**src/hdl/assert_macros.svh**
```systemverilog
// Assertion macros for the top-level converter, the only asserting RTL file.
`ifndef ASSERT_MACROS_SVH
`define ASSERT_MACROS_SVH

// A property that must hold at every clock edge outside reset.
`define STBC_ASSERT(lbl, prop) \
    lbl: assert property (@(posedge clk) disable iff (!rst_n) (prop)) \
        else $error("stbc assertion failed");

// A condition in one cycle that implies a consequence in the next.
`define STBC_ASSERT_NEXT(lbl, cond, cons) \
    lbl: assert property (@(posedge clk) disable iff (!rst_n) (cond) |=> (cons)) \
        else $error("stbc assertion failed");

`endif

```
**src/hdl/stbc_pkg.sv**
```systemverilog
// Package with the types and constants of the scaled time base converter.
`default_nettype none
package stbc_pkg;
    localparam int VALUE_W    = 64;
    localparam int FACTOR_W   = 20;
    localparam int SMALL_BITS = 44;
    localparam int DIV_STAGES = 64;

    localparam logic [1:0] MODE_SYSTEM  = 2'd0;
    localparam logic [1:0] MODE_CUSTOM  = 2'd1;
    localparam logic [1:0] MODE_STRETCH = 2'd2;

    localparam logic [2:0] REG_MODE   = 3'd0;
    localparam logic [2:0] REG_NUM    = 3'd1;
    localparam logic [2:0] REG_DEN    = 3'd2;
    localparam logic [2:0] REG_START  = 3'd3;
    localparam logic [2:0] REG_OFFSET = 3'd4;
    localparam logic [2:0] REG_CUSTOM = 3'd5;

    localparam logic CMD_TIMESTAMP = 1'b0;
    localparam logic CMD_DURATION  = 1'b1;

    // Register contents as seen by the datapath.
    typedef struct packed {
        logic [1:0]          mode;
        logic [FACTOR_W-1:0] num;
        logic [FACTOR_W-1:0] den;
        logic [VALUE_W-1:0]  start;
        logic [VALUE_W-1:0]  offset;
        logic [VALUE_W-1:0]  custom;
    } cfg_t;

    // Control that travels with an item alongside the divider.
    typedef struct packed {
        logic               neg;
        logic               mul_after;
        logic               add_start;
        logic               bypass;
        logic [VALUE_W-1:0] bypass_value;
    } side_t;
endpackage
`default_nettype wire

```
**src/hdl/stbc_front.sv**
```systemverilog
// Front end: decodes the transaction and forms the unsigned dividend.
`default_nettype none
module stbc_front (
    input  wire logic                          clk,
    input  wire logic                          rst_n,
    input  wire logic                          en,
    input  wire logic                          in_valid,
    input  wire logic                          cmd,
    input  wire logic [stbc_pkg::VALUE_W-1:0]  in_value,
    input  wire stbc_pkg::cfg_t                cfg,
    output logic                               valid,
    output logic [stbc_pkg::VALUE_W-1:0]       dividend,
    output stbc_pkg::side_t                    side
);
    logic                          v1_reg;
    logic [stbc_pkg::VALUE_W-1:0]  src_reg;
    logic [stbc_pkg::VALUE_W-1:0]  prod_reg;
    logic                          small_reg;
    stbc_pkg::side_t               side1_reg;
    stbc_pkg::side_t               side1_next;
    logic                          small_next;
    logic                          v2_reg;
    logic [stbc_pkg::VALUE_W-1:0]  div_reg;
    stbc_pkg::side_t               side2_reg;
    stbc_pkg::side_t               side2_next;
    logic [stbc_pkg::VALUE_W-1:0]  src_abs;

    // Decode the command and mode into the path the item takes.
    always_comb
    begin
        side1_next = '0;
        small_next = 1'b0;
        case (cfg.mode)
            stbc_pkg::MODE_SYSTEM:
            begin
                side1_next.bypass       = 1'b1;
                side1_next.bypass_value = in_value;
            end
            stbc_pkg::MODE_CUSTOM:
            begin
                side1_next.bypass       = 1'b1;
                side1_next.bypass_value = (cmd == stbc_pkg::CMD_TIMESTAMP) ? cfg.custom
                                                                           : in_value;
            end
            stbc_pkg::MODE_STRETCH:
            begin
                if (cmd == stbc_pkg::CMD_TIMESTAMP)
                begin
                    side1_next.mul_after = 1'b1;
                    side1_next.add_start = 1'b1;
                end
                else if (in_value[stbc_pkg::VALUE_W-1:stbc_pkg::SMALL_BITS] == '0)
                begin
                    small_next = 1'b1;
                end
                else
                begin
                    side1_next.mul_after = 1'b1;
                end
            end
            default:
            begin
                side1_next.bypass       = 1'b1;
                side1_next.bypass_value = '0;
            end
        endcase
    end

    // First stage: offset removal and the small-value product.
    always_ff @(posedge clk or negedge rst_n)
    begin
        if (!rst_n)
        begin
            v1_reg <= 1'b0;
        end
        else if (en)
        begin
            v1_reg <= in_valid;
        end
    end

    always_ff @(posedge clk)
    begin
        if (en)
        begin
            src_reg   <= (cmd == stbc_pkg::CMD_TIMESTAMP)
                         ? (in_value - cfg.start - cfg.offset) : in_value;
            prod_reg  <= in_value[stbc_pkg::SMALL_BITS-1:0] * cfg.num;
            small_reg <= small_next;
            side1_reg <= side1_next;
        end
    end

    // Second stage: sign and magnitude of the dividend.
    assign src_abs = src_reg[stbc_pkg::VALUE_W-1] ? (~src_reg + 1'b1) : src_reg;

    // The sign is restored later only for a divided signed value.
    always_comb
    begin
        side2_next     = side1_reg;
        side2_next.neg = !small_reg && src_reg[stbc_pkg::VALUE_W-1];
    end

    always_ff @(posedge clk or negedge rst_n)
    begin
        if (!rst_n)
        begin
            v2_reg <= 1'b0;
        end
        else if (en)
        begin
            v2_reg <= v1_reg;
        end
    end

    always_ff @(posedge clk)
    begin
        if (en)
        begin
            div_reg   <= small_reg ? prod_reg : src_abs;
            side2_reg <= side2_next;
        end
    end

    assign valid    = v2_reg;
    assign dividend = div_reg;
    assign side     = side2_reg;
endmodule
`default_nettype wire

```
**config.mk**
```make
export PLATFORM = sky130hd
export DESIGN_NAME = stbc_front
export DESIGN_NICKNAME = d
export VERILOG_FILES = /design/src/hdl/assert_macros.svh /design/src/hdl/stbc_pkg.sv /design/src/hdl/stbc_front.sv
export SDC_FILE = /design/constraint.sdc
export NUM_CORES = 2
export LEC_CHECK = 0
export BUFFER_PORTS_ARGS = -buffer_cell sky130_fd_sc_hd__buf_4
export CAP_MARGIN = 30
export CORE_MARGIN = 2
export CORE_UTILIZATION = 30
export DETAILED_ROUTE_END_ITERATION = 7
export PLACE_DENSITY = 0.47
export SYNTH_ARGS = -nofsm -noshare
export SYNTH_HDL_FRONTEND = slang
export SYNTH_SLANG_ARGS = --single-unit
```
**constraint.sdc**
```tcl
create_clock -name clk -period 5.6 [get_ports clk]
set_clock_uncertainty 0.15 [all_clocks]
set_input_delay 0.84 -clock clk [delete_from_list [all_inputs] [get_ports clk]]
set_output_delay 0.84 -clock clk [all_outputs]
set_load 0.01 [all_outputs]
```
==> results.json <==
{
  "reg2reg_from": "src_reg[10]",
  "cts_buffer_depth": 3,
  "setup_tns_ns": -55.31,
  "avgSynthCellArea_um2": 9.32,
  "reg2reg_depth": 10,
  "cts_tree": "done",
  "min-delay-start": "side1_reg[6]",
  "yosysTopAreaCellShare_pct": 34.9,
  "cpLargestDelayFamily": "adder cells",
  "mostFrequentLayoutCells": "nand2_1, inv_1, buf_4",
  "nets": 7155,
  "synth-seq-area-share_pct": 21.2,
  "clk_pin_slew_ns": 0.06,
  "violations": "setup timing",
  "start_util_pct": 30.3,
  "h-tree-depth": 2,
  "synth_cell_types": 85,
  "hold_depth": 0,
  "period_share_pct": 128,
  "largest_reg_flops": 68,
  "hpwlAfterDp_mm": 133,
  "status": "finished, violations left",
  "crit_path_end_kind": "flop",
  "nFillCells": 15500,
  "vias": 37300,
  "yosys-top-cells-area": "fa_1, edfxtp_1, inv_1",
  "min_to": "side[6]",
  "startpoint": "cfg[219]",
  "syn2layout_area_growth_pct": 29.3,
  "die_y_um": 399,
  "crit_arrival_ns": 7.36,
  "grt_overflow": 0,
  "synth_ff_type": "edfxtp_1",
  "grt_pass1_vias": 39500,
  "synthesis.instances": 5019,
  "first_pass_iters": 6,
  "place.gp.congestion": 0.931,
  "ctsRootBufferMaster": "clkbuf_16",
  "final_util_pct": 39.2,
  "viasPerCell": 4.74,
  "cts_inserted_buffers": 37,
  "maxCapViolCount": 0,
  "finalHoldViolCount": 0,
  "fin_ws_ns": -1.57,
  "reg2reg_slack_ns": 1.96,
  "fmax_mhz": 140,
  "cts_sinks": 330,
  "synth_edf_count": 328,
  "layout_min_cycle_time_ns": 7.17,
  "postSynth.asyncResetShare_pct": 0.606,
  "drt_iter0_drc": 2488,
  "syn_nets": 6377,
  "die_w_um": 399,
  "final_common_cell": "nand2_1",
  "port_buffers": 415,
  "worstPathRequired_ns": 5.79,
  "avgRoutedWirePerCell_um": 21.3,
  "cp_max_fo": 9,
  "antenna_left": 0,
  "worstSetupStartpointType": "input pin",
  "ys_warn_count": 0,
  "rsz0062_at_grt": "true",
  "grt_antenna_before_repair": 11,
  "crit_path_max_incr_delay_ns": 0.52,
  "ys_seq_elements": 330,
  "worstHoldPathType": "reg -> reg",
  "critPathSlowestCell": "fa_1",
  "path_buf_inv": 8,
  "drc": 0,
  "crit_top_cell": "fa_1",
  "worstMarginPinSlew_ns": 0.930,
  "drive_above_1_share_pct": 25.2,
  "slew_headroom_pct": 38.0,
  "slew_viol_final": 0,
  "netlist_area_mm2": 0.0468,
  "die_area_mm2": 0.159,
  "r2r-end": "dividend[60]",
  "grt_pass1_wl_mm": 251,
  "ioPinCount": 436,
  "core-area_mm2": 0.154,
  "synth_top_cell_by_area": "fa_1",
  "setup_violations": 53,
  "grt_max_degree": 93,
  "grtUsageTotal_pct": 20.9,
  "path_class": "in -> reg",
  "clock_latency_ns": 0.59,
  "drt-total-wl_mm": 168,
  "num_rows": 144
}
-- through the flow --
stage / setup WS [ns] / hold WS, ns / area [um^2] / instances
final: -1.57 / 0.268 / 60500 / 7871
after global routing: -1.75 / 0.272 / 60500 / 7870
after CTS: -1.43 / 0.267 / 59300 / 7830
after detailed placement: -2.57 / 0.255 / 55800 / 7701
after global placement: -2.53 / 0.251 / 55800 / 7701
after floorplan: -1.86 / 0.250 / 47600 / 5019
-- cell type report --
cell class	count	area, um^2	share of cell area (%)
multi-input cells	3442	33900	56.0
clock inverters	22	245	0.406
flip-flops and latches	330	9900	16.4
diodes	3	7.51	0.0124
inverters	959	3600	5.95
repair buffers	1027	9320	15.4
well taps	2044	2560	4.23
clock buffers	44	952	1.57
-- kinds of logic (layout without fill, tap and decap cells) --
| family | count (synthesis) | in the layout | share of synthesized area [%] |
|---|---|---|---|
| AO/OA/AOI/OAI | 657 | 657 | 8.66 |
| XOR/XNOR | 184 | 184 | 3.45 |
| adder cells (fa/ha/maj) | 1055 | 1055 | 41.3 |
| buffers and inverters | 1247 | 2052 | 10.0 |
| flip-flops | 330 | 330 | 21.2 |
| multiplexers | 12 | 12 | 0.286 |
| other | 0 | 3 | 0 |
| AND/OR/NAND/NOR | 1534 | 1534 | 15.1 |
-- synth_stat cells, types with 5 or more instances --
cell type	number
or3_1	16
mux2_2	11
xor2_1	101
o31a_1	6
xnor2_1	83
buf_2	6
a21o_1	67
o21ai_0	143
inv_1	957
a31oi_1	15
fa_1	815
o21ai_1	65
a21oi_1	218
a21boi_1	9
nand2b_1	14
nor3_1	25
nand3_1	28
nor2_1	75
nand4_1	33
edfxtp_1	328
nand2_1	941
o31ai_1	19
and3_1	14
or4_1	6
o21a_1	12
and2_1	335
a211oi_1	8
buf_1	8
ha_1	240
o41ai_1	6
o2111ai_1	5
clkbuf_1	274
a211o_1	6
nor4_1	11
nor2b_1	13
o21bai_1	21
a221oi_1	6
-- worst max-delay path by stage --
stage | endpoint | slack (ns) | cells after the start
2_1_floorplan | prod_reg[62] | -1.86 | 28
3_5_place_dp | prod_reg[63] | -2.57 | 25
5_1_grt | prod_reg[60] | -1.75 | 29
3_3_place_gp | prod_reg[63] | -2.53 | 27
6_report | prod_reg[62] | -1.57 | 28
4_1_cts | prod_reg[62] | -1.43 | 28
-- timing repair --
item / in CTS / in global routing
gates cloned: 16 / 5
endpoints found under the setup margin: 54 / 55
pin swaps: 124 / 154
gates resized for setup: 328 / 228
hold buffers: 1 / 0
endpoints found under the hold margin: 2 / 0
buffers inserted: 49 / 53
-- layer usage --
metal | up-vias | part of all wire, % | global-route usage [%]
met2 | 998 | 48 | 35.0
met3 | 159 | 4.6 | 1.92
met5 | - | 0.0060 | 0
met1 | 19100 | 45 | 29.2
li1 | 17100 | - | -
met4 | 2 | 2.3 | 4.57
Power is not shown: default switching activity piles up to over one toggle a cycle in this logic, so the estimate is an artifact.
