File: config.mk
export PLATFORM = sky130hd
export DESIGN_NAME = stbc_back
export DESIGN_NICKNAME = d
export VERILOG_FILES = /design/src/hdl/assert_macros.svh /design/src/hdl/stbc_pkg.sv /design/src/hdl/stbc_back.sv
export SDC_FILE = /design/constraint.sdc
export NUM_CORES = 2
export LEC_CHECK = 0
export ABC_AREA = 1
export BUFFER_PORTS_ARGS = -buffer_cell sky130_fd_sc_hd__buf_2
export CAP_MARGIN = 20
export CORE_AREA = 2 2 326 393
export CTS_BUF_LIST = sky130_fd_sc_hd__clkbuf_8
export CTS_CLUSTER_DIAMETER = 150
export DETAILED_ROUTE_END_ITERATION = 10
export DIE_AREA = 0 0 328 395
export GPL_ROUTABILITY_DRIVEN = 0
export PLACE_DENSITY = 0.67
export SETUP_SLACK_MARGIN = 0.02
export SYNTH_ARGS = -nofsm -noshare
export SYNTH_HDL_FRONTEND = slang
export SYNTH_SLANG_ARGS = --single-unit
File: constraint.sdc
create_clock -name clk -period 4.5 [get_ports clk]
set_clock_uncertainty 0.05 [all_clocks]
set_input_delay 1.125 -clock clk [delete_from_list [all_inputs] [get_ports clk]]
set_output_delay 1.125 -clock clk [all_outputs]
set_load 0.05 [all_outputs]
File: src/hdl/assert_macros.svh
// Assertion macros for the top-level converter, the only asserting RTL file.
`ifndef ASSERT_MACROS_SVH
`define ASSERT_MACROS_SVH

// A property that must hold at every clock edge outside reset.
`define STBC_ASSERT(lbl, prop) \
    lbl: assert property (@(posedge clk) disable iff (!rst_n) (prop)) \
        else $error("stbc assertion failed");

// A condition in one cycle that implies a consequence in the next.
`define STBC_ASSERT_NEXT(lbl, cond, cons) \
    lbl: assert property (@(posedge clk) disable iff (!rst_n) (cond) |=> (cons)) \
        else $error("stbc assertion failed");

`endif

File: src/hdl/stbc_pkg.sv
// Package with the types and constants of the scaled time base converter.
`default_nettype none
package stbc_pkg;
    localparam int VALUE_W    = 64;
    localparam int FACTOR_W   = 20;
    localparam int SMALL_BITS = 44;
    localparam int DIV_STAGES = 64;

    localparam logic [1:0] MODE_SYSTEM  = 2'd0;
    localparam logic [1:0] MODE_CUSTOM  = 2'd1;
    localparam logic [1:0] MODE_STRETCH = 2'd2;

    localparam logic [2:0] REG_MODE   = 3'd0;
    localparam logic [2:0] REG_NUM    = 3'd1;
    localparam logic [2:0] REG_DEN    = 3'd2;
    localparam logic [2:0] REG_START  = 3'd3;
    localparam logic [2:0] REG_OFFSET = 3'd4;
    localparam logic [2:0] REG_CUSTOM = 3'd5;

    localparam logic CMD_TIMESTAMP = 1'b0;
    localparam logic CMD_DURATION  = 1'b1;

    // Register contents as seen by the datapath.
    typedef struct packed {
        logic [1:0]          mode;
        logic [FACTOR_W-1:0] num;
        logic [FACTOR_W-1:0] den;
        logic [VALUE_W-1:0]  start;
        logic [VALUE_W-1:0]  offset;
        logic [VALUE_W-1:0]  custom;
    } cfg_t;

    // Control that travels with an item alongside the divider.
    typedef struct packed {
        logic               neg;
        logic               mul_after;
        logic               add_start;
        logic               bypass;
        logic [VALUE_W-1:0] bypass_value;
    } side_t;
endpackage
`default_nettype wire

File: src/hdl/stbc_back.sv
// Back end: scales the quotient, restores the sign, adds the start time or selects the bypass value.
`default_nettype none
module stbc_back (
    input  wire logic                          clk,
    input  wire logic                          rst_n,
    input  wire logic                          en,
    input  wire logic                          in_valid,
    input  wire logic [stbc_pkg::VALUE_W-1:0]  quotient,
    input  wire stbc_pkg::side_t               in_side,
    input  wire logic [stbc_pkg::FACTOR_W-1:0] num,
    input  wire logic [stbc_pkg::VALUE_W-1:0]  start,
    output logic                               valid,
    output logic [stbc_pkg::VALUE_W-1:0]       value
);
    localparam int W = stbc_pkg::VALUE_W;
    localparam int H = W / 2;
    localparam int F = stbc_pkg::FACTOR_W;

    logic            v1_reg;
    logic [H+F-1:0]  lo_reg;
    logic [H-1:0]    hi_reg;
    logic [W-1:0]    q1_reg;
    stbc_pkg::side_t s1_reg;
    logic [H+F-1:0]  hi_full;

    logic            v2_reg;
    logic [W-1:0]    m_reg;
    stbc_pkg::side_t s2_reg;

    logic            v3_reg;
    logic [W-1:0]    r_reg;
    stbc_pkg::side_t s3_reg;

    logic            out_valid_reg;
    logic [W-1:0]    out_value_reg;

    assign hi_full = quotient[W-1:H] * num;

    // Valid bits of the back-end stages.
    always_ff @(posedge clk or negedge rst_n)
    begin
        if (!rst_n)
        begin
            v1_reg        <= 1'b0;
            v2_reg        <= 1'b0;
            v3_reg        <= 1'b0;
            out_valid_reg <= 1'b0;
        end
        else if (en)
        begin
            v1_reg        <= in_valid;
            v2_reg        <= v1_reg;
            v3_reg        <= v2_reg;
            out_valid_reg <= v3_reg;
        end
    end

    // Partial products, their sum, sign and start offset.
    always_ff @(posedge clk)
    begin
        if (en)
        begin
            lo_reg <= quotient[H-1:0] * num;
            hi_reg <= hi_full[H-1:0];
            q1_reg <= quotient;
            s1_reg <= in_side;

            m_reg  <= s1_reg.mul_after
                      ? ({hi_reg, {H{1'b0}}} + {{(W-H-F){1'b0}}, lo_reg}) : q1_reg;
            s2_reg <= s1_reg;

            r_reg  <= s2_reg.neg ? (~m_reg + 1'b1) : m_reg;
            s3_reg <= s2_reg;

            out_value_reg <= s3_reg.bypass ? s3_reg.bypass_value
                             : (r_reg + (s3_reg.add_start ? start : {W{1'b0}}));
        end
    end

    assign valid = out_valid_reg;
    assign value = out_value_reg;
endmodule
`default_nettype wire

==> results.yml <==
floorplanning:
  placementRows: 143
  floorplan.die.height_um: 395
  initial_utilization_pct: 49.7
  die-area_um2: 130000
  io-pin-count: 285
  core-area_um2: 126000
  die_w_um: 328
route:
  via_count: 54000
  post_drt_via_cell_ratio: 5.34
  route.final.wire_length_um: 204000
  route.detailed.wl_per_inst_um: 20.2
  drc_violations: 0
  dr.first_iter.drc_count: 4329
  routed_antenna_nets: 0
  drtPass1Iterations: 10
setup_path:
  endpoint_kind: "flop"
  cp_slowest_cell: "sky130_fd_sc_hd__fa_1"
  worst-path-max-fanout: 6
  timing.critical_path.from_type: "input port"
  timing_worst_setup_path_type: "input port to flop"
  critical_path.cell_chain: "buf_12 > buf_12 > buf_8 > nand2_2 > inv_2 > fa_1 > fa_1 > fa_2 > fa_2 > fa_1 > fa_1 > fa_1 > ha_4 > buf_12 > nand2_8 > nor2_4 > inv_2 > nor2_4 > nand3_2 > nor4_2 > nand2_1 > nand3_2 > xor2_1"
  critPathBufInv: 6
  critPathTopFamily: "adder cells"
  critical_path.most_common_cell: "sky130_fd_sc_hd__fa_1"
  crit_arrival_ns: 6.97
  cp_data_required_time_ns: 4.93
  critPathMaxStageDelay_ns: 0.58
cells_and_area:
  flow.area_growth_from_synthesis_pct: 25.9
  layout.nets: 9815
  postLayoutCellArea_um2: 78700
  n_fill_cell: 10200
  post_route_cells_drive_above_1_share_pct: 23.8
  largest_register_ffs: 68
timing:
  maxSlewHeadroom_pct: 35.6
  worstMarginPinSlew_ns: 0.959
  final_min_period_over_clock_period_pct: 145
  period_needed_ns: 6.54
  final-hold-violation-count: 0
  timing_max_transition_violations_final: 0
  fmax_mhz: 153
  timing.final.ws_setup_ns: -2.04
  rsz0062_at_grt: "true"
  finalSetupViolCount: 74
place:
  placement.cell_area_um2: 71100
  io_buffers: 284
  dp_hpwl_um: 152000
  detailedPlace.worstSlack_ns: -2.88
clock_network:
  numCtsBuffers: 82
  clock_tree.buffer_depth: 3
  root_buffer: "sky130_fd_sc_hd__clkbuf_8"
  clock_sink_count: 545
  clk_pin_slew_ns: 0.07
  clock_latency_at_the_later_pin_of_the_worst_skew_pair_ns: 0.77
  clock_tree_from_tritoncts: "done"
  htree_levels: 3
synthesis:
  synth_fp_nets: 8982
  netlist_top_cells_area: "sky130_fd_sc_hd__fa_1, sky130_fd_sc_hd__edfxtp_1, sky130_fd_sc_hd__nand2_1"
  netlist_area_um2: 62500
  postSynth.asyncResetShare_pct: 0.734
  yosysSeqAreaShare_pct: 26.2
  synthDominantCellAreaShare_pct: 28.6
  yosys_most_used_dff: "sky130_fd_sc_hd__edfxtp_1"
  synth_seq_cells: 545
  number_of_distinct_library_cell_variants_in_the_gate_level_netlist_after_synthesis: 53
  cell_type_with_the_largest_total_area_after_synthesis: "sky130_fd_sc_hd__fa_1"
  cells_after_synthesis: 7544
  post_synth.cell_area_avg_um2: 8.28
  synth_enable_flop_cells: 541
  yosys_warnings: 0
hold_path:
  hold_path.class: "input port to async pin"
grt:
  first_pass_grt_wire_length_um: 305000
  grt-ovfl-total: 0
  use_met1_pct: 35.2
  gr-usage-met3_pct: 4.96
  grt_util_all_layers_pct: 30.5
  pin_count_of_the_biggest_net_entering_global_routing: 89
  use_met2_pct: 53.1
  grt_pass1_vias: 56400
  initial_antenna_violation_count: 10
  busiest_layer: "met2"
job:
  drv_cap: 0
outcome:
  failing_checks: "negative setup slack"
  status: "finished, violations left"
==> cell usage after synthesis, types with 8 or more instances <==
cell type	count
sky130_fd_sc_hd__o21ai_0	176
sky130_fd_sc_hd__a21o_1	16
sky130_fd_sc_hd__nand2_1	2151
sky130_fd_sc_hd__a31oi_1	22
sky130_fd_sc_hd__nand3_1	254
sky130_fd_sc_hd__nor4_1	16
sky130_fd_sc_hd__edfxtp_1	541
sky130_fd_sc_hd__o21a_1	8
sky130_fd_sc_hd__xor2_1	115
sky130_fd_sc_hd__nor2_1	376
sky130_fd_sc_hd__nor3_1	50
sky130_fd_sc_hd__o21bai_1	21
sky130_fd_sc_hd__fa_1	891
sky130_fd_sc_hd__xnor2_1	45
sky130_fd_sc_hd__buf_1	37
sky130_fd_sc_hd__inv_1	1864
sky130_fd_sc_hd__nand4_1	60
sky130_fd_sc_hd__clkbuf_1	223
sky130_fd_sc_hd__buf_2	11
sky130_fd_sc_hd__a21oi_1	220
sky130_fd_sc_hd__o21ai_1	22
sky130_fd_sc_hd__ha_1	327
sky130_fd_sc_hd__or2_2	27
==> worst paths after layout <==
path / startpoint / endpoint / slack (ns) / depth (start not counted)
worst max-delay path: num[17] / lo_reg[47] / -2.04 / 23
worst min-delay path: rst_n / v3_reg / 0.14 / 1
worst max register to register: s3_reg[65] / value[53] / 1.20 / 12
worst min register to register: s1_reg[21] / s2_reg[21] / 0.34 / 0
max in group asynchronous: rst_n / v2_reg / 4.13 / 1
min in group clk: s1_reg[21] / s2_reg[21] / 0.34 / 0
==> metrics by stage <==
step / setup TNS, ns / hold slack (ns) / util (%) / cells
floorplan: -126.58 / 0.350 / - / 7544
global placement: -180.65 / 0.352 / 56.5 / 9797
detailed placement: -187.00 / 0.355 / 56.5 / 9797
CTS: -100.72 / 0.0363 / 60.3 / 10000
global route: -121.08 / 0.0893 / 62.5 / 10100
finish: -113.77 / 0.141 / 62.5 / 10100
==> cell usage in the layout, fill, tap and decap left out, types with 17 or more instances in the layout <==
master                     instances
sky130_fd_sc_hd__a21oi_1         146
sky130_fd_sc_hd__a21oi_2          38
sky130_fd_sc_hd__a21oi_4          37
sky130_fd_sc_hd__buf_12           85
sky130_fd_sc_hd__buf_16           28
sky130_fd_sc_hd__buf_2           237
sky130_fd_sc_hd__buf_4           508
sky130_fd_sc_hd__buf_6           134
sky130_fd_sc_hd__buf_8            18
sky130_fd_sc_hd__clkbuf_8         84
sky130_fd_sc_hd__clkinv_1         17
sky130_fd_sc_hd__clkinv_2         20
sky130_fd_sc_hd__edfxtp_1        541
sky130_fd_sc_hd__fa_1            811
sky130_fd_sc_hd__fa_2             80
sky130_fd_sc_hd__ha_1            253
sky130_fd_sc_hd__ha_4             72
sky130_fd_sc_hd__inv_1          1699
sky130_fd_sc_hd__inv_2           168
sky130_fd_sc_hd__nand2_1        1958
sky130_fd_sc_hd__nand2_2         126
sky130_fd_sc_hd__nand2_4          69
sky130_fd_sc_hd__nand3_1         222
sky130_fd_sc_hd__nand3_2          30
sky130_fd_sc_hd__nand4_1          60
sky130_fd_sc_hd__nor2_1          295
sky130_fd_sc_hd__nor2_2           32
sky130_fd_sc_hd__nor2_4           57
sky130_fd_sc_hd__nor3_1           34
sky130_fd_sc_hd__o21ai_0         131
sky130_fd_sc_hd__o21ai_1          40
sky130_fd_sc_hd__o21ai_2          20
sky130_fd_sc_hd__or2_2            27
sky130_fd_sc_hd__xnor2_1          40
sky130_fd_sc_hd__xor2_1          104
==> cell families after synthesis <==
logic type / Yosys count / synth area share (%)
simple gates: 2971 / 19.1
xor+xnor: 160 / 2.24
flops: 545 / 26.2
compound gates: 510 / 4.46
buf+inv: 2140 / 12.9
fa+ha+maj: 1218 / 35.1
==> what timing repair did <==
item | in CTS | in global routing
pin swaps | 232 | 367
buffers inserted | 71 | 85
cloned | 20 | 10
endpoints found under the setup margin | 74 | 75
gates resized for setup | 561 | 569
hold endpoints to repair | 0 | 0
hold buffers | 0 | 0
==> final cells by class <==
type,instances,area (um^2),share of cell area (%)
diodes,3,7.51,0.00954
clock buffers,84,1160,1.47
clock inverters,64,507,0.644
inverters,1868,7040,8.95
multi-input cells,4859,42000,53.4
flip-flops and latches,545,16300,20.8
well taps,1667,2090,2.65
repair buffers,1021,9490,12.1
==> routing by layer <==
metal / vias up / part of all wire (%) / routed length [um]
met1: 26200 / 35 / 72600
met3: 886 / 7.7 / 15700
met2: 2617 / 49 / 99400
li1: 24300 / - / -
met4: 2 / 8.2 / 16800
met5: - / 0.0064 / 13
Power is left out: the tool's default activity adds up to more than one toggle a clock period on the data nets, which glitch-free logic cannot reach.
